===== config.mk =====
export PLATFORM = sky130hd
export DESIGN_NAME = fsk_ping_byte_transmitter_flat
export DESIGN_NICKNAME = d
export VERILOG_FILES = /design/src/fpbt_pkg.sv /design/src/fpbt_if.sv /design/src/fsk_ping_byte_transmitter.sv /design/src/fpbt_cfg_regs.sv /design/src/fpbt_core.sv /design/src/fpbt_out_reg.sv /design/src/flat_wrapper.sv
export SDC_FILE = /design/constraint.sdc
export NUM_CORES = 1
export LEC_CHECK = 0
export ABC_AREA = 1
export ABC_CLOCK_PERIOD_IN_PS = 7500
export BUFFER_PORTS_ARGS = -buffer_cell sky130_fd_sc_hd__buf_2
export CORE_UTILIZATION = 40
export CTS_BUF_LIST = sky130_fd_sc_hd__clkbuf_8
export CTS_CLUSTER_SIZE = 40
export DETAILED_ROUTE_END_ITERATION = 8
export HOLD_SLACK_MARGIN = 0.06
export SYNTH_ARGS = -nofsm -noshare
export SYNTH_HDL_FRONTEND = slang
export SYNTH_SLANG_ARGS = --single-unit

===== constraint.sdc =====
create_clock -name clk -period 7.5 [get_ports clk]
set_input_delay 1.125 -clock clk [delete_from_list [all_inputs] [get_ports clk]]
set_output_delay 1.125 -clock clk [all_outputs]
set_load 0.05 [all_outputs]

===== src/fpbt_pkg.sv =====
package fpbt_pkg;

  // Widths of the configuration port.
  localparam int unsigned CFG_IDX_W  = 4;
  localparam int unsigned CFG_DATA_W = 16;

  // Register indexes of the configuration port.
  localparam logic [CFG_IDX_W-1:0] CFG_HALF_ZERO = 4'd0;
  localparam logic [CFG_IDX_W-1:0] CFG_HALF_ONE  = 4'd1;
  localparam logic [CFG_IDX_W-1:0] CFG_BURST     = 4'd2;
  localparam logic [CFG_IDX_W-1:0] CFG_PAUSE     = 4'd3;

  // Reset values of the configuration registers.
  localparam logic [15:0] HALF_ZERO_RST = 16'(887 / 2);
  localparam logic [15:0] HALF_ONE_RST  = 16'(694 / 2);
  localparam logic [15:0] BURST_RST     = 16'd100;
  localparam logic [15:0] PAUSE_RST     = 16'd9900;

  // Number of bits in one transmitted byte.
  localparam logic [3:0] BITS_PER_BYTE = 4'd8;

  // Transmitter phase.
  typedef enum logic [1:0] {
    PH_IDLE  = 2'd0,
    PH_BURST = 2'd1,
    PH_PAUSE = 2'd2
  } phase_t;

  // Configuration registers as seen by the transmit core.
  typedef struct packed {
    logic [15:0] half_period_zero;
    logic [15:0] half_period_one;
    logic [15:0] burst_ticks;
    logic [15:0] pause_ticks;
  } cfg_t;

  // One input request.
  typedef struct packed {
    logic       start_req;
    logic [7:0] data_byte;
    logic       tick;
  } in_item_t;

  // One result.
  typedef struct packed {
    logic       drive_hi;
    logic       drive_lo;
    logic       busy_res;
    logic [3:0] bit_number;
    logic       done_res;
  } out_item_t;

endpackage


===== src/fpbt_if.sv =====
// Input channel: one request per timer clock cycle.
interface fpbt_in_if;
  logic       valid;
  logic       ready;
  logic       start_req;
  logic [7:0] data_byte;
  logic       tick;

  modport source (output valid, output start_req, output data_byte, output tick,
                  input ready);
  modport sink   (input valid, input start_req, input data_byte, input tick,
                  output ready);
endinterface

// Result channel: drive outputs and status for one request.
interface fpbt_out_if;
  logic       valid;
  logic       ready;
  logic       drive_hi;
  logic       drive_lo;
  logic       busy_res;
  logic [3:0] bit_number;
  logic       done_res;

  modport source (output valid, output drive_hi, output drive_lo, output busy_res,
                  output bit_number, output done_res, input ready);
  modport sink   (input valid, input drive_hi, input drive_lo, input busy_res,
                  input bit_number, input done_res, output ready);
endinterface


===== src/fsk_ping_byte_transmitter.sv =====
// Channel   Dir  Handshake      Payload
// in_ch     in   valid/ready    start_req, data_byte[7:0], tick
// out_ch    out  valid/ready    drive_hi, drive_lo, busy_res, bit_number[3:0], done_res
// cfg_*     in   write enable   cfg_index[3:0], cfg_data[15:0]
//
// Each request advances the transmit state once; its result sits in the output
// register in the cycle after acceptance, and while out_ch does not stall a request
// can be accepted in every cycle. The throughput is then one request per cycle, set by
// the single state update between the transmit state registers and the output register.
// Reset (rst_n low, synchronous) returns to idle with the default tone and
// timing registers. When out_ch stalls, in_ch.ready drops until the held
// result is taken, so no result is lost.
module fsk_ping_byte_transmitter
  import fpbt_pkg::*;
(
  input  logic                  clk,
  input  logic                  rst_n,
  fpbt_in_if.sink               in_ch,
  fpbt_out_if.source            out_ch,
  input  logic                  cfg_we,
  input  logic [CFG_IDX_W-1:0]  cfg_index,
  input  logic [CFG_DATA_W-1:0] cfg_data
);

  cfg_t      cfg;
  in_item_t  item;
  out_item_t result;
  out_item_t held;
  logic      full;
  logic      in_fire;

  // Accept while the output register is empty or being emptied this cycle.
  assign in_ch.ready = !full || out_ch.ready;
  assign in_fire     = in_ch.valid && in_ch.ready;

  assign item.start_req = in_ch.start_req;
  assign item.data_byte = in_ch.data_byte;
  assign item.tick      = in_ch.tick;

  fpbt_cfg_regs u_cfg (
    .clk       (clk),
    .rst_n     (rst_n),
    .cfg_we    (cfg_we),
    .cfg_index (cfg_index),
    .cfg_data  (cfg_data),
    .cfg       (cfg)
  );

  fpbt_core u_core (
    .clk    (clk),
    .rst_n  (rst_n),
    .step   (in_fire),
    .item   (item),
    .cfg    (cfg),
    .result (result)
  );

  fpbt_out_reg u_out (
    .clk    (clk),
    .rst_n  (rst_n),
    .load   (in_fire),
    .result (result),
    .take   (out_ch.ready),
    .full   (full),
    .held   (held)
  );

  assign out_ch.valid      = full;
  assign out_ch.drive_hi   = held.drive_hi;
  assign out_ch.drive_lo   = held.drive_lo;
  assign out_ch.busy_res   = held.busy_res;
  assign out_ch.bit_number = held.bit_number;
  assign out_ch.done_res   = held.done_res;

  // An accepted request always leaves a result in the output register.
  a_result_follows: assert property (@(posedge clk) disable iff (!rst_n)
    in_fire |=> out_ch.valid)
    else $error("accepted request produced no result");

  // A stalled result blocks new requests.
  a_no_overwrite: assert property (@(posedge clk) disable iff (!rst_n)
    (out_ch.valid && !out_ch.ready) |-> !in_ch.ready)
    else $error("input accepted over a stalled result");

  // The drives are never both high, and are only active while busy.
  a_drive_pair: assert property (@(posedge clk) disable iff (!rst_n)
    (out_ch.valid && (out_ch.drive_hi || out_ch.drive_lo)) |->
      (!(out_ch.drive_hi && out_ch.drive_lo) && out_ch.busy_res))
    else $error("drive outputs inconsistent with transmit state");

endmodule


===== src/fpbt_cfg_regs.sv =====
module fpbt_cfg_regs
  import fpbt_pkg::*;
(
  input  logic                  clk,
  input  logic                  rst_n,
  input  logic                  cfg_we,
  input  logic [CFG_IDX_W-1:0]  cfg_index,
  input  logic [CFG_DATA_W-1:0] cfg_data,
  output cfg_t                  cfg
);

  cfg_t cfg_r;

  // Register file; writes beyond the last index are dropped.
  always_ff @(posedge clk) begin
    if (!rst_n) begin
      cfg_r.half_period_zero <= HALF_ZERO_RST;
      cfg_r.half_period_one  <= HALF_ONE_RST;
      cfg_r.burst_ticks      <= BURST_RST;
      cfg_r.pause_ticks      <= PAUSE_RST;
    end else if (cfg_we) begin
      unique case (cfg_index)
        CFG_HALF_ZERO: cfg_r.half_period_zero <= cfg_data;
        CFG_HALF_ONE:  cfg_r.half_period_one  <= cfg_data;
        CFG_BURST:     cfg_r.burst_ticks      <= cfg_data;
        CFG_PAUSE:     cfg_r.pause_ticks      <= cfg_data;
        default: ;
      endcase
    end
  end

  assign cfg = cfg_r;

endmodule


===== src/fpbt_core.sv =====
module fpbt_core
  import fpbt_pkg::*;
(
  input  logic      clk,
  input  logic      rst_n,
  input  logic      step,
  input  in_item_t  item,
  input  cfg_t      cfg,
  output out_item_t result
);

  phase_t      phase_r,    phase_nxt;
  logic [15:0] tone_cnt_r, tone_cnt_nxt;
  logic [15:0] ticks_r,    ticks_nxt;
  logic [7:0]  shift_r,    shift_nxt;
  logic [3:0]  bits_r,     bits_nxt;
  logic        hi_r,       hi_nxt;
  logic        lo_r,       lo_nxt;
  logic        done;

  logic [15:0] cmp;
  logic [15:0] ticks_dec;
  logic        phase_end;

  // The tone compare follows the current bit; the tick count ends the phase at zero.
  assign cmp       = shift_r[7] ? cfg.half_period_one : cfg.half_period_zero;
  assign ticks_dec = (item.tick && (ticks_r != 16'd0)) ? ticks_r - 16'd1 : ticks_r;
  assign phase_end = (ticks_dec == 16'd0);

  // Next state for one timer cycle.
  always_comb begin
    phase_nxt    = phase_r;
    tone_cnt_nxt = tone_cnt_r;
    ticks_nxt    = ticks_r;
    shift_nxt    = shift_r;
    bits_nxt     = bits_r;
    hi_nxt       = hi_r;
    lo_nxt       = lo_r;
    done         = 1'b0;
    unique case (phase_r)
      PH_BURST: begin
        if (tone_cnt_r == cmp) begin
          tone_cnt_nxt = 16'd0;
          hi_nxt       = ~hi_r;
          lo_nxt       = ~lo_r;
        end else begin
          tone_cnt_nxt = tone_cnt_r + 16'd1;
        end
        if (phase_end) begin
          phase_nxt = PH_PAUSE;
          ticks_nxt = cfg.pause_ticks;
          hi_nxt    = 1'b0;
          lo_nxt    = 1'b0;
        end else begin
          ticks_nxt = ticks_dec;
        end
      end
      PH_PAUSE: begin
        ticks_nxt = ticks_dec;
        if (phase_end) begin
          if (bits_r >= BITS_PER_BYTE) begin
            phase_nxt = PH_IDLE;
            bits_nxt  = 4'd0;
            ticks_nxt = 16'd0;
            done      = 1'b1;
          end else begin
            bits_nxt     = bits_r + 4'd1;
            shift_nxt    = {shift_r[6:0], 1'b0};
            phase_nxt    = PH_BURST;
            ticks_nxt    = cfg.burst_ticks;
            tone_cnt_nxt = 16'd0;
            hi_nxt       = 1'b1;
            lo_nxt       = 1'b0;
          end
        end
      end
      default: begin
        // Idle, and the unused phase code, which behaves the same.
        phase_nxt = PH_IDLE;
        hi_nxt    = 1'b0;
        lo_nxt    = 1'b0;
        if (item.start_req) begin
          shift_nxt    = item.data_byte;
          bits_nxt     = 4'd1;
          phase_nxt    = PH_BURST;
          ticks_nxt    = cfg.burst_ticks;
          tone_cnt_nxt = 16'd0;
          hi_nxt       = 1'b1;
          lo_nxt       = 1'b0;
        end
      end
    endcase
  end

  // Result of this cycle, taken from the updated state.
  always_comb begin
    result.drive_hi   = hi_nxt;
    result.drive_lo   = lo_nxt;
    result.busy_res   = (phase_nxt != PH_IDLE);
    result.bit_number = (phase_nxt != PH_IDLE) ? bits_nxt : 4'd0;
    result.done_res   = done;
  end

  // State registers advance once per accepted request.
  always_ff @(posedge clk) begin
    if (!rst_n) begin
      phase_r    <= PH_IDLE;
      tone_cnt_r <= 16'd0;
      ticks_r    <= 16'd0;
      shift_r    <= 8'd0;
      bits_r     <= 4'd0;
      hi_r       <= 1'b0;
      lo_r       <= 1'b0;
    end else if (step) begin
      phase_r    <= phase_nxt;
      tone_cnt_r <= tone_cnt_nxt;
      ticks_r    <= ticks_nxt;
      shift_r    <= shift_nxt;
      bits_r     <= bits_nxt;
      hi_r       <= hi_nxt;
      lo_r       <= lo_nxt;
    end
  end

endmodule


===== src/fpbt_out_reg.sv =====
module fpbt_out_reg
  import fpbt_pkg::*;
(
  input  logic      clk,
  input  logic      rst_n,
  input  logic      load,
  input  out_item_t result,
  input  logic      take,
  output logic      full,
  output out_item_t held
);

  logic      valid_r;
  out_item_t item_r;

  // Valid flag: set by a new result, cleared when the held one is taken.
  always_ff @(posedge clk) begin
    if (!rst_n) begin
      valid_r <= 1'b0;
    end else if (load) begin
      valid_r <= 1'b1;
    end else if (take) begin
      valid_r <= 1'b0;
    end
  end

  // Payload needs no reset.
  always_ff @(posedge clk) begin
    if (load) begin
      item_r <= result;
    end
  end

  assign full = valid_r;
  assign held = item_r;

endmodule


===== src/flat_wrapper.sv =====
// flat-port wrapper written by rule: the top's interface ports become plain ports
module fsk_ping_byte_transmitter_flat import fpbt_pkg::*;
  (clk, rst_n, cfg_we, cfg_index, cfg_data, in_ch_valid, in_ch_start_req, in_ch_data_byte, in_ch_tick, in_ch_ready, out_ch_valid, out_ch_drive_hi, out_ch_drive_lo, out_ch_busy_res, out_ch_bit_number, out_ch_done_res, out_ch_ready);
  fpbt_in_if in_ch_i ();
  fpbt_out_if out_ch_i ();
  input  logic clk;
  input  logic rst_n;
  input  logic cfg_we;
  input  logic [CFG_IDX_W-1:0] cfg_index;
  input  logic [CFG_DATA_W-1:0] cfg_data;
  input wire logic [$bits(in_ch_i.valid)-1:0] in_ch_valid;
  input wire logic [$bits(in_ch_i.start_req)-1:0] in_ch_start_req;
  input wire logic [$bits(in_ch_i.data_byte)-1:0] in_ch_data_byte;
  input wire logic [$bits(in_ch_i.tick)-1:0] in_ch_tick;
  output wire logic [$bits(in_ch_i.ready)-1:0] in_ch_ready;
  output wire logic [$bits(out_ch_i.valid)-1:0] out_ch_valid;
  output wire logic [$bits(out_ch_i.drive_hi)-1:0] out_ch_drive_hi;
  output wire logic [$bits(out_ch_i.drive_lo)-1:0] out_ch_drive_lo;
  output wire logic [$bits(out_ch_i.busy_res)-1:0] out_ch_busy_res;
  output wire logic [$bits(out_ch_i.bit_number)-1:0] out_ch_bit_number;
  output wire logic [$bits(out_ch_i.done_res)-1:0] out_ch_done_res;
  input wire logic [$bits(out_ch_i.ready)-1:0] out_ch_ready;
  assign in_ch_i.valid = in_ch_valid;
  assign in_ch_i.start_req = in_ch_start_req;
  assign in_ch_i.data_byte = in_ch_data_byte;
  assign in_ch_i.tick = in_ch_tick;
  assign in_ch_ready = in_ch_i.ready;
  assign out_ch_valid = out_ch_i.valid;
  assign out_ch_drive_hi = out_ch_i.drive_hi;
  assign out_ch_drive_lo = out_ch_i.drive_lo;
  assign out_ch_busy_res = out_ch_i.busy_res;
  assign out_ch_bit_number = out_ch_i.bit_number;
  assign out_ch_done_res = out_ch_i.done_res;
  assign out_ch_i.ready = out_ch_ready;
  fsk_ping_byte_transmitter u_core (.clk(clk), .rst_n(rst_n), .in_ch(in_ch_i), .out_ch(out_ch_i), .cfg_we(cfg_we), .cfg_index(cfg_index), .cfg_data(cfg_data));
endmodule

==> results of run 1 <==
## synthesized netlist by cell type
cell | n | area [sq um]
nand2_1 | 344 | 1291
dfxtp_1 | 113 | 2262
a21oi_1 | 110 | 550.5
nand3_1 | 108 | 540.5
inv_1 | 105 | 394.1
o21ai_0 | 69 | 345.3
nor2_1 | 54 | 202.7
clkbuf_1 | 34 | 127.6
xor2_1 | 22 | 192.7
nand2_2 | 15 | 93.84
nor2_2 | 12 | 75.07
nand4_1 | 11 | 68.82
nor3_1 | 11 | 55.05
edfxtp_1 | 8 | 240.2
o21ai_1 | 8 | 40.04
ha_1 | 7 | 87.58
buf_1 | 5 | 18.77
buf_2 | 5 | 25.02
buf_6 | 5 | 56.30
inv_2 | 5 | 18.77
xnor2_1 | 5 | 43.79
buf_4 | 3 | 22.52
clkinv_1 | 3 | 11.26
a21oi_2 | 2 | 17.52
a31oi_1 | 2 | 12.51
nand2_8 | 2 | 40.04
nand3b_1 | 2 | 15.01
nor4_1 | 2 | 12.51
a211oi_1 | 1 | 7.510
buf_12 | 1 | 20.02
inv_4 | 1 | 6.260
nand3_2 | 1 | 10.01
nor2_4 | 1 | 11.26
nor2_8 | 1 | 20.02
nor3b_1 | 1 | 7.510
o211ai_1 | 1 | 7.510
o21bai_1 | 1 | 7.510
or2_2 | 1 | 6.260
## through the flow
stage | worst slack [ns] | power, W
after detailed placement | 3.736 | 0.001134
after global placement | 3.815 | 0.001132
after CTS | 4.073 | 0.001822
after floorplan | 4.613 | 0.001042
after global routing | 3.680 | 0.001908
final | 4.054 | 0.001810
## registers in the layout (all words and copies together), names as in the netlist
name                      count
u_core.u_cfg.cfg             64
u_core.u_core.bits_r          4
u_core.u_core.hi_r            1
u_core.u_core.lo_r            1
u_core.u_core.phase_r         2
u_core.u_core.shift_r         8
u_core.u_core.ticks_r        16
u_core.u_core.tone_cnt_r     16
u_core.u_out.full             1
u_core.u_out.held             8
## placed cells by master (no fill, tap or decap), types with 2 or more instances in the layout
cell type and n:
buf_2 44, nand3b_1 2, nand2_1 344, nor2_1 54, xor2_1 22, clkinv_1 3, o21ai_0 69, xnor2_1 5
inv_6 2, clkbuf_8 18, nor4_1 2, bufinv_16 5, a21oi_1 110, o21ai_1 8, nor3_1 11, inv_1 105
nand2_2 15, edfxtp_1 8, dfxtp_1 113, a31oi_1 2, buf_4 8, ha_1 7, clkinvlp_4 3, a21oi_2 2
inv_2 5, nand3_1 108, nor2_2 12, nand2_8 2, clkinv_4 2, inv_4 2, nand4_1 11
## cell families (layout without fill, tap and decap cells)
group	after synthesis	in the layout	share of synthesized area, %
buf+inv	167	198	10.06
flops	121	121	35.93
simple gates	566	566	35.17
xor+xnor	27	27	3.395
fa+ha+maj	7	7	1.257
compound gates	194	194	14.19
## metal layers
layer,up-vias,track usage (%)
met5,-,0
met4,0,6.187
met1,2997,30.06
met2,151,33.02
li1,3506,-
met3,16,4.006
## where the power goes
part	leakage, nW	switching (W)	internal, W
registers	1.00	0.0000258	0.000679
clock network	0.226	0.000281	0.000407
logic	2.11	0.000288	0.000130
total	3.34	0.000595	0.00122
## worst max-delay path: stages, from the launching register on
cell	delay, ns
dfxtp_1	0.39
inv_1	0.14
ha_1	0.24
nand3_1	0.12
nor2_4	0.07
nand2_8	0.11
nand2_8	0.10
inv_2	0.17
nand2_1	0.08
nand2_1	0.09
nand2_1	0.09
nor2_1	0.11
nand2_1	0.09
nor2_2	0.54
buf_4	0.37
o21ai_1	0.10
nand2_1	0.11
nand3_2	0.15
nand2_1	0.10
inv_1	0.04
## worst max-delay path by stage
stage	endpoint
floorplan	u_core.u_core.shift_r[3]
global placement	u_core.u_out.held[4]
detailed placement	u_core.u_out.held[1]
CTS	u_core.u_out.held[1]
global route	u_core.u_out.held[1]
finish	u_core.u_out.held[1]
## cell type report
| cell class | count | share of cell area [%] |
|---|---|---|
| sequential | 121 | 32.43 |
| inverter | 114 | 5.577 |
| timing repair buffer | 52 | 3.632 |
| tap | 220 | 3.567 |
| clock inverter | 14 | 2.837 |
| clock buffer | 18 | 3.210 |
| multi-input combinational | 794 | 48.75 |
==> reports/metrics.cfg, run 1 <==
[status]
status=finished, final reports clean

[synth]
yosysWarnings=0
avgSynthCellArea_sq_um=6.438
synth.yosys.seq_area_share_pct=35.93
syn-instance-count=1082
synthDistinctLibCells=38
syn_nets=1124
netlist_area_sq_um=6965
synth-seq-cells=121

[layout]
ff_latch_area_sq_um=2502
num_antenna_cells=0
area_delta_synth_final_pct=10.80
final_cell_area_sq_um=7717
layout.nets=1142
layout-drive-gt1-share_pct=11.23
fillers=1811
multi_input_area_sq_um=3762
instances_no_fill=1333
post-route-util_pct=45.89

[sta]
relSlewSlack_pct=30.83
hold_ws_ns=0.4505
skew_ns=0.01258
worstMarginPinSlew_ns=1.031
period_minus_slack_ns=3.446
setup_tns_ns=0
drv_slew=0
finalHoldViolations=0
fin_crit_sh_pct=45.94
fmax_ghz=0.2902
finalSetupViolCount=0
rsz0062_at_grt=false

[power]
ir_drop_mv=0.1017
leakagePower_nw=3.336
powerDensity_nw_per_um2=234.5

[grt]
grt_max_degree=67
grt_pass1_vias=5998
antenna_found_initial=0
overflow=0
grt_pass1_wl_um=30600
grt_use_total_pct=21.35

[detailed_routing]
drt_wl_total_um=18260
drtAntennaViolNets=0
wl_met1_um=9018
wl_met2_um=8179
drtPass1Iterations=5
top_layer=met4
num_vias=6670
drc=0
drt_iter0_markers=460
wl_per_cell_um=13.70
via_per_inst=5.004
wl_met3_um=844

[clocking]
hold_buffers=0
cts-root-buf=clkbuf_8
h-tree-depth=4
cts_sinks=121
cts_setup_buffers=0
cts_tree=built
cts.path.max_buffers=2
clk_latency_ns=0.45
cts_buffers=17
path_clk_slew_ns=0.08
cts_resized=0

[hold_path]
whs_path_depth=2
holdPathEnd=u_core.u_cfg.cfg[62]
min-delay-start=u_core.u_cfg.cfg[62]
worstHoldPathType=flop to flop

[run]
cap_violations=0

[critical_path]
crit_path_max_fanout=22
rr_worst_depth=19
crit_start=u_core.u_core.ticks_r[0]
start_kind=flop
reg2reg_to=u_core.u_out.held[1]
cp.required_ns=7.71
end_kind=flop
path_class=flop to flop
r2r_setup_slack_ns=4.05
arrival_ns=3.66
rr_startpoint=u_core.u_core.ticks_r[0]

[place]
dp_cells=1301
post-dp-hpwl_um=12740
place_congestion=0.9128
io_buffers=44
placed_cell_area_sq_um=7251

[floorplan]
start_util_pct=41.41
core_sq_um=16820
die_w_um=134.0
placementRows=47
ioPinCount=45
dieArea_sq_um=17950
fp.dieH_um=134.0

No activity file was read; power rests on OpenSTA's default activity.
==> run 2, diff against run 1 <==
--- a/config.mk
+++ b/config.mk
@@ -6,7 +6,7 @@
 export NUM_CORES = 1
 export LEC_CHECK = 0
 export ABC_AREA = 1
-export ABC_CLOCK_PERIOD_IN_PS = 7500
+export ABC_CLOCK_PERIOD_IN_PS = 3200
 export BUFFER_PORTS_ARGS = -buffer_cell sky130_fd_sc_hd__buf_2
 export CORE_UTILIZATION = 40
 export CTS_BUF_LIST = sky130_fd_sc_hd__clkbuf_8
==> constraint.sdc (replaced) <==
create_clock -name clk -period 3.2 [get_ports clk]
set_input_delay 0.48 -clock clk [delete_from_list [all_inputs] [get_ports clk]]
set_output_delay 0.48 -clock clk [all_outputs]
set_load 0.05 [all_outputs]
==> run 2 against run 1 <==
Effect of this change: fmax is 25% higher; non-clock buffer count is 9 higher; combinational power is 140% higher; wire length is 0.34% lower; largest cell class unchanged; clock-buffer cell count stayed put; die area stayed put; critical path type unchanged; cell area is 0.57% higher; critical endpoint is now u_core.u_core.ticks_r[1]; register-to-register slack worse by 3.6 ns; worst setup slack worse by 3.6 ns; cell count is 0.68% higher; largest power group unchanged; sequential cell count stayed put.
==> reports/metrics.cfg, run 2 (synthesis results as in run 1) <==
[layout]
layout.nets=1151  ; +0.79%
num_antenna_cells=0  ; unchanged
layout-drive-gt1-share_pct=11.94  ; +0.71 points
area_delta_synth_final_pct=11.42
final_common_cell=nand2_1
instances_no_fill=1342  ; +0.68%
largest_reg_flops=64  ; unchanged
post-route-util_pct=46.15  ; +0.26 points
final_cell_area_sq_um=7761  ; +0.57%
final_cell_mix=344 x nand2_1, 113 x dfxtp_1, 110 x a21oi_1

[critical_path]
rr_worst_depth=19  ; unchanged
crit_path_max_fanout=32  ; +45%
critPathBufInv=3  ; -1
reg2reg_to=u_core.u_core.ticks_r[1]
slowest_stage=dfxtp_1
crit_start=u_core.u_core.ticks_r[0]
path_class=flop to flop
rr_startpoint=u_core.u_core.ticks_r[0]
crit_top_cell=nand2_1
cp-endpoint=u_core.u_core.ticks_r[1]
cp.required_ns=3.49  ; -4.22 ns
r2r_setup_slack_ns=0.43  ; -3.62 ns
arrival_ns=3.06  ; -0.60 ns
end_kind=flop
cp_cell_sequence=inv_1, ha_1, nand3_1, nor2_4, nand2_8, nand2_8, inv_2, nand2_1, nand2_1, nand2_1, nor2_1, nand2_1, nor2_2, buf_12, nand2_1, nand3_1, nand3_1, nand2_1, a21oi_1
critPathMaxStageDelay_ns=0.36  ; -0.18 ns
start_kind=flop
critPathTopFamily=simple AND/OR/NAND/NOR gates
worst-path-stages=19  ; unchanged

[grt]
met1_usage_pct=29.80  ; -0.26 points
grt_pass1_vias=6120  ; +2.0%
met2_usage_pct=34.37  ; +1.4 points
overflow=0  ; unchanged
grt_use_met3_pct=3.590  ; -0.42 points
grt.busiest_layer=met2
grt_pass1_wl_um=30810  ; +0.68%
antenna_found_initial=0  ; unchanged
grt_use_total_pct=21.56  ; +0.21 points
grt_max_degree=66  ; -1.5%

[sta]
drv_slew=0  ; unchanged
rsz0062_at_grt=false
fmax_ghz=0.3616  ; +25%
skew_ns=0.01531  ; +0.002736 ns
relSlewSlack_pct=46.15  ; +15 points
setup_tns_ns=0  ; unchanged
fin_crit_sh_pct=86.42  ; +40 points
finalHoldViolations=0  ; unchanged
finalSetupViolCount=0  ; unchanged
setup_ws_ns=0.4345  ; -3.620 ns
worstMarginPinSlew_ns=0.8069  ; -0.2244 ns
period_minus_slack_ns=2.766  ; -0.6800 ns

[place]
post-dp-hpwl_um=12940  ; +1.6%
dp_slack_ns=0.4639  ; -3.272 ns
io_buffers=44  ; unchanged
place_congestion=0.8744  ; -4.2%
placed_cell_area_sq_um=7343  ; +1.3%
dp_cells=1310  ; +0.69%

[clocking]
cts_setup_buffers=0  ; unchanged
cts_tree=built
path_clk_slew_ns=0.08  ; about the same
cts-root-buf=clkbuf_8
cts_buffers=17  ; unchanged
cts_sinks=121  ; unchanged
hold_buffers=0  ; unchanged
clk_latency_ns=0.45  ; about the same
cts_resized=0  ; unchanged
h-tree-depth=4  ; unchanged
cts.path.max_buffers=2  ; unchanged

[status]
status=finished, final reports clean

[floorplan]
core_sq_um=16820  ; unchanged
ioPinCount=45  ; unchanged
placementRows=47  ; unchanged
start_util_pct=41.41  ; unchanged
fp.dieH_um=134.0  ; unchanged
die_w_um=134.0  ; unchanged
dieArea_sq_um=17950  ; unchanged

[run]
cap_violations=0  ; unchanged

[power]
leakagePower_nw=3.369  ; +0.99%
ir_drop_mv=0.2493  ; +150%
powerDensity_nw_per_um2=528.4  ; +130%

[detailed_routing]
via_per_inst=4.956  ; -0.95%
wl_per_cell_um=13.56  ; -1.0%
drt_iter0_markers=397  ; -14%
drt_wl_total_um=18200  ; -0.34%
drc=0  ; unchanged
num_vias=6651  ; -0.28%
drtPass1Iterations=5  ; unchanged
drtAntennaViolNets=0  ; unchanged

[hold_path]
worstHoldPathType=input port to flop

## run 2: cell types whose count changed in the layout (fill, tap and decap cells not counted)
cell        previous run  this run
bufinv_16              5         3
clkinv_2               1         3
clkinvlp_4             3         2
buf_4                  8        15
clkinv_4               2         3
buf_12                 0         2
## run 2: through the flow
| step | hold WS, ns | total power (W) |
|---|---|---|
| 2_1_floorplan | 0.4244 | 0.002443 |
| 3_3_place_gp | 0.4356 | 0.002668 |
| 3_5_place_dp | 0.4446 | 0.002666 |
| 4_1_cts | 0.2720 | 0.004134 |
| 5_1_grt | 0.2823 | 0.004346 |
| 6_report | 0.2958 | 0.004101 |
## run 2: how the worst min path moves through the flow
stage	startpoint	to	slack [ns]	depth (start not counted)
6_report	in_ch_data_byte[0]	u_core.u_core.shift_r[0]	0.30	3
5_1_grt	cfg_data[7]	u_core.u_cfg.cfg[7]	0.28	3
4_1_cts	in_ch_data_byte[0]	u_core.u_core.shift_r[0]	0.27	3
3_5_place_dp	u_core.u_cfg.cfg[63]	u_core.u_cfg.cfg[63]	0.44	2
3_3_place_gp	u_core.u_cfg.cfg[63]	u_core.u_cfg.cfg[63]	0.44	2
2_1_floorplan	u_core.u_cfg.cfg[50]	u_core.u_cfg.cfg[50]	0.42	2
## run 2: routing by layer
metal	wire length, um	part of all wire [%]
met2	8210	45
met3	557	3.1
met1	9196	51
met4	233	1.3
met5	0	0
## run 2: report_power, final
group | switching [W] | internal [W] | leakage (nW)
logic | 0.000674 | 0.000316 | 2.16
registers | 0.0000599 | 0.00159 | 1.00
clock network | 0.000667 | 0.000794 | 0.210
## run 2: cell type report
type                       count  area [sq um]
fill                        1845          9057
multi-input combinational    794          3762
sequential                   121          2502
inverter                     114         430.4
timing repair buffer          61         372.9
tap                          220         275.3
clock buffer                  18         247.7
clock inverter                14         170.2
## run 2: worst register-to-register path, cell delays in order (launching register included)
cell and delay (ns):
dfxtp_1 0.36, inv_1 0.12, ha_1 0.21, nand3_1 0.12
nor2_4 0.07, nand2_8 0.11, nand2_8 0.10, inv_2 0.16
nand2_1 0.07, nand2_1 0.10, nand2_1 0.08, nor2_1 0.10
nand2_1 0.10, nor2_2 0.32, buf_12 0.23, nand2_1 0.07
nand3_1 0.08, nand3_1 0.08, nand2_1 0.08, a21oi_1 0.06
==> run 3, diff against run 2 <==
--- a/config.mk
+++ b/config.mk
@@ -8,6 +8,7 @@
 export ABC_AREA = 1
 export ABC_CLOCK_PERIOD_IN_PS = 3200
 export BUFFER_PORTS_ARGS = -buffer_cell sky130_fd_sc_hd__buf_2
+export CORE_ASPECT_RATIO = 0.7
 export CORE_UTILIZATION = 40
 export CTS_BUF_LIST = sky130_fd_sc_hd__clkbuf_8
 export CTS_CLUSTER_SIZE = 40
==> run 3 against run 2 <==
Effect of this change: worst setup slack worse by 0.025 ns; sequential cell count stayed put; largest cell class unchanged; combinational power is 0.7% higher; via count is 2.9% higher; total power is 7.3% higher; fmax is 0.89% lower; critical path type unchanged; worst hold slack better by 0.0061 ns.
==> reports/metrics.cfg, run 3 (synthesis results as in run 1) <==
[critical_path]
critPathMaxStageDelay_ns=0.37  ; about the same
crit_start=u_core.u_core.ticks_r[0]
start_kind=flop
rr_worst_depth=20  ; +1
r2r_setup_slack_ns=0.41  ; -0.02 ns
reg2reg_to=u_core.u_out.held[2]
rr_startpoint=u_core.u_core.ticks_r[0]
end_kind=flop
arrival_ns=3.11  ; +0.05 ns
cp-endpoint=u_core.u_out.held[2]
crit_top_cell=nand2_1
slowest_stage=dfxtp_1
crit_path_max_fanout=17  ; -47%
cp.required_ns=3.52  ; +0.03 ns
path_class=flop to flop
cp_cell_sequence=inv_1, ha_1, nand3_1, nor2_4, nand2_8, nand2_8, inv_2, nand2_1, nand2_1, nand2_1, nor2_1, nand2_1, nor2_2, buf_4, nand3_1, o21ai_1, nand2_1, nand3_2, inv_2, nor2_2

[clocking]
cts_resized=0  ; unchanged
cts.path.max_buffers=2  ; unchanged
clk_latency_ns=0.45  ; about the same
hold_buffers=0  ; unchanged
path_clk_slew_ns=0.09  ; about the same
cts-root-buf=clkbuf_8
cts_tree=built
h-tree-depth=4  ; unchanged
cts_buffers=17  ; unchanged
cts_sinks=121  ; unchanged
cts_setup_buffers=0  ; unchanged

[sta]
finalSetupViolCount=0  ; unchanged
drv_slew=0  ; unchanged
finalHoldViolations=0  ; unchanged
skew_ns=0.02021  ; +0.004897 ns
worstMarginPinSlew_ns=0.7109  ; -0.09605 ns
fmax_ghz=0.3584  ; -0.89%
fin_crit_sh_pct=87.20  ; +0.78 points
rsz0062_at_grt=false
setup_tns_ns=0  ; unchanged
period_minus_slack_ns=2.790  ; +0.02481 ns
relSlewSlack_pct=52.56  ; +6.4 points

[grt]
grt_pass1_vias=6141  ; +0.34%
grt_pass1_wl_um=31550  ; +2.4%
grt_max_degree=66  ; unchanged
grt_use_total_pct=21.90  ; +0.34 points
antenna_found_initial=0  ; unchanged
overflow=0  ; unchanged

[power]
leakagePower_nw=3.412  ; +1.3%
powerDensity_nw_per_um2=561.8  ; +6.3%
ir_drop_mv=0.2532  ; +1.6%

[floorplan]
placementRows=39  ; -17%
start_util_pct=41.74  ; +0.32 points
die_w_um=159.7  ; +19%
ioPinCount=45  ; unchanged
core_sq_um=16690  ; -0.77%
fp.dieH_um=112.4  ; -16%
dieArea_sq_um=17950  ; about the same

[place]
placed_cell_area_sq_um=7332  ; -0.15%
place_congestion=0.8748  ; about the same
post-dp-hpwl_um=13410  ; +3.7%
io_buffers=44  ; unchanged

[status]
status=finished, final reports clean

[detailed_routing]
drt_wl_total_um=18940  ; +4.1%
drtPass1Iterations=7  ; +2
wl_per_cell_um=14.05  ; +3.6%
drtAntennaViolNets=0  ; unchanged
num_vias=6844  ; +2.9%
drt_iter0_markers=512  ; +29%
via_per_inst=5.077  ; +2.4%
drc=0  ; unchanged

[layout]
final_cell_area_sq_um=7833  ; +0.92%
area_delta_synth_final_pct=12.45
final_cell_mix=344 x nand2_1, 113 x dfxtp_1, 110 x a21oi_1
post-route-util_pct=46.93  ; +0.79 points
final_common_cell=nand2_1
layout.nets=1152  ; +0.087%
largest_reg_flops=64  ; unchanged
layout-drive-gt1-share_pct=11.84  ; -0.10 points
num_antenna_cells=0  ; unchanged

[hold_path]
whs_path_depth=3  ; unchanged
worstHoldPathType=input port to flop

[run]
cap_violations=0  ; unchanged

## run 3: cell types whose count changed in the layout (fill, tap and decap cells not counted), sizes merged
| cell | previous run | this run |
|---|---|---|
| bufinv | 3 | 7 |
| clkinvlp | 2 | 1 |
| inv | 114 | 113 |
| buf | 61 | 62 |
| clkinv | 9 | 7 |
## run 3: critical path, delay by kind of cell, from the launching register on
kind                     cells  cell delay (ns)
AO/OA/AOI/OAI                1             0.12
AND/OR/NAND/NOR             14             1.40
flip-flops                   1             0.37
adder cells (fa/ha/maj)      1             0.22
buffers and inverters        4             0.55
## run 3: final cells by class
cell class	count	area, sq um
tap	225	281.5
fill	1765	8856
sequential	121	2502
inverter	114	430.4
timing repair buffer	62	355.3
multi-input combinational	794	3762
clock buffer	18	247.7
clock inverter	14	252.7
## run 3: worst min path at each step
stage | from | to
2_1_floorplan | u_core.u_cfg.cfg[50] | u_core.u_cfg.cfg[50]
3_3_place_gp | u_core.u_cfg.cfg[59] | u_core.u_cfg.cfg[59]
3_5_place_dp | u_core.u_cfg.cfg[63] | u_core.u_cfg.cfg[63]
4_1_cts | cfg_data[7] | u_core.u_cfg.cfg[55]
5_1_grt | in_ch_data_byte[0] | u_core.u_core.shift_r[0]
6_report | cfg_data[6] | u_core.u_cfg.cfg[38]
## run 3: routing by layer
metal / wire length (um) / track usage, %
met1: 10130 / 33.65
met2: 7548 / 31.32
met3: 1082 / 3.178
met4: 172 / 6.026
met5: 0 / 0
## run 3: per-stage QoR
stage	hold slack [ns]	total power (W)	instances	setup WS (ns)
2_1_floorplan	0.4244	0.002443	1082	0.8048
3_3_place_gp	0.4386	0.002675	1316	0.5452
3_5_place_dp	0.4412	0.002675	1316	0.4098
4_1_cts	0.2813	0.004426	1348	0.4233
5_1_grt	0.3024	0.004645	1348	0.06254
6_report	0.3019	0.004400	1348	0.4096
## run 3: power by group
group,leakage (nW),switching (W),internal [W]
logic,2.16,0.000684,0.000313
clock network,0.255,0.000649,0.00110
registers,1.00,0.0000632,0.00159
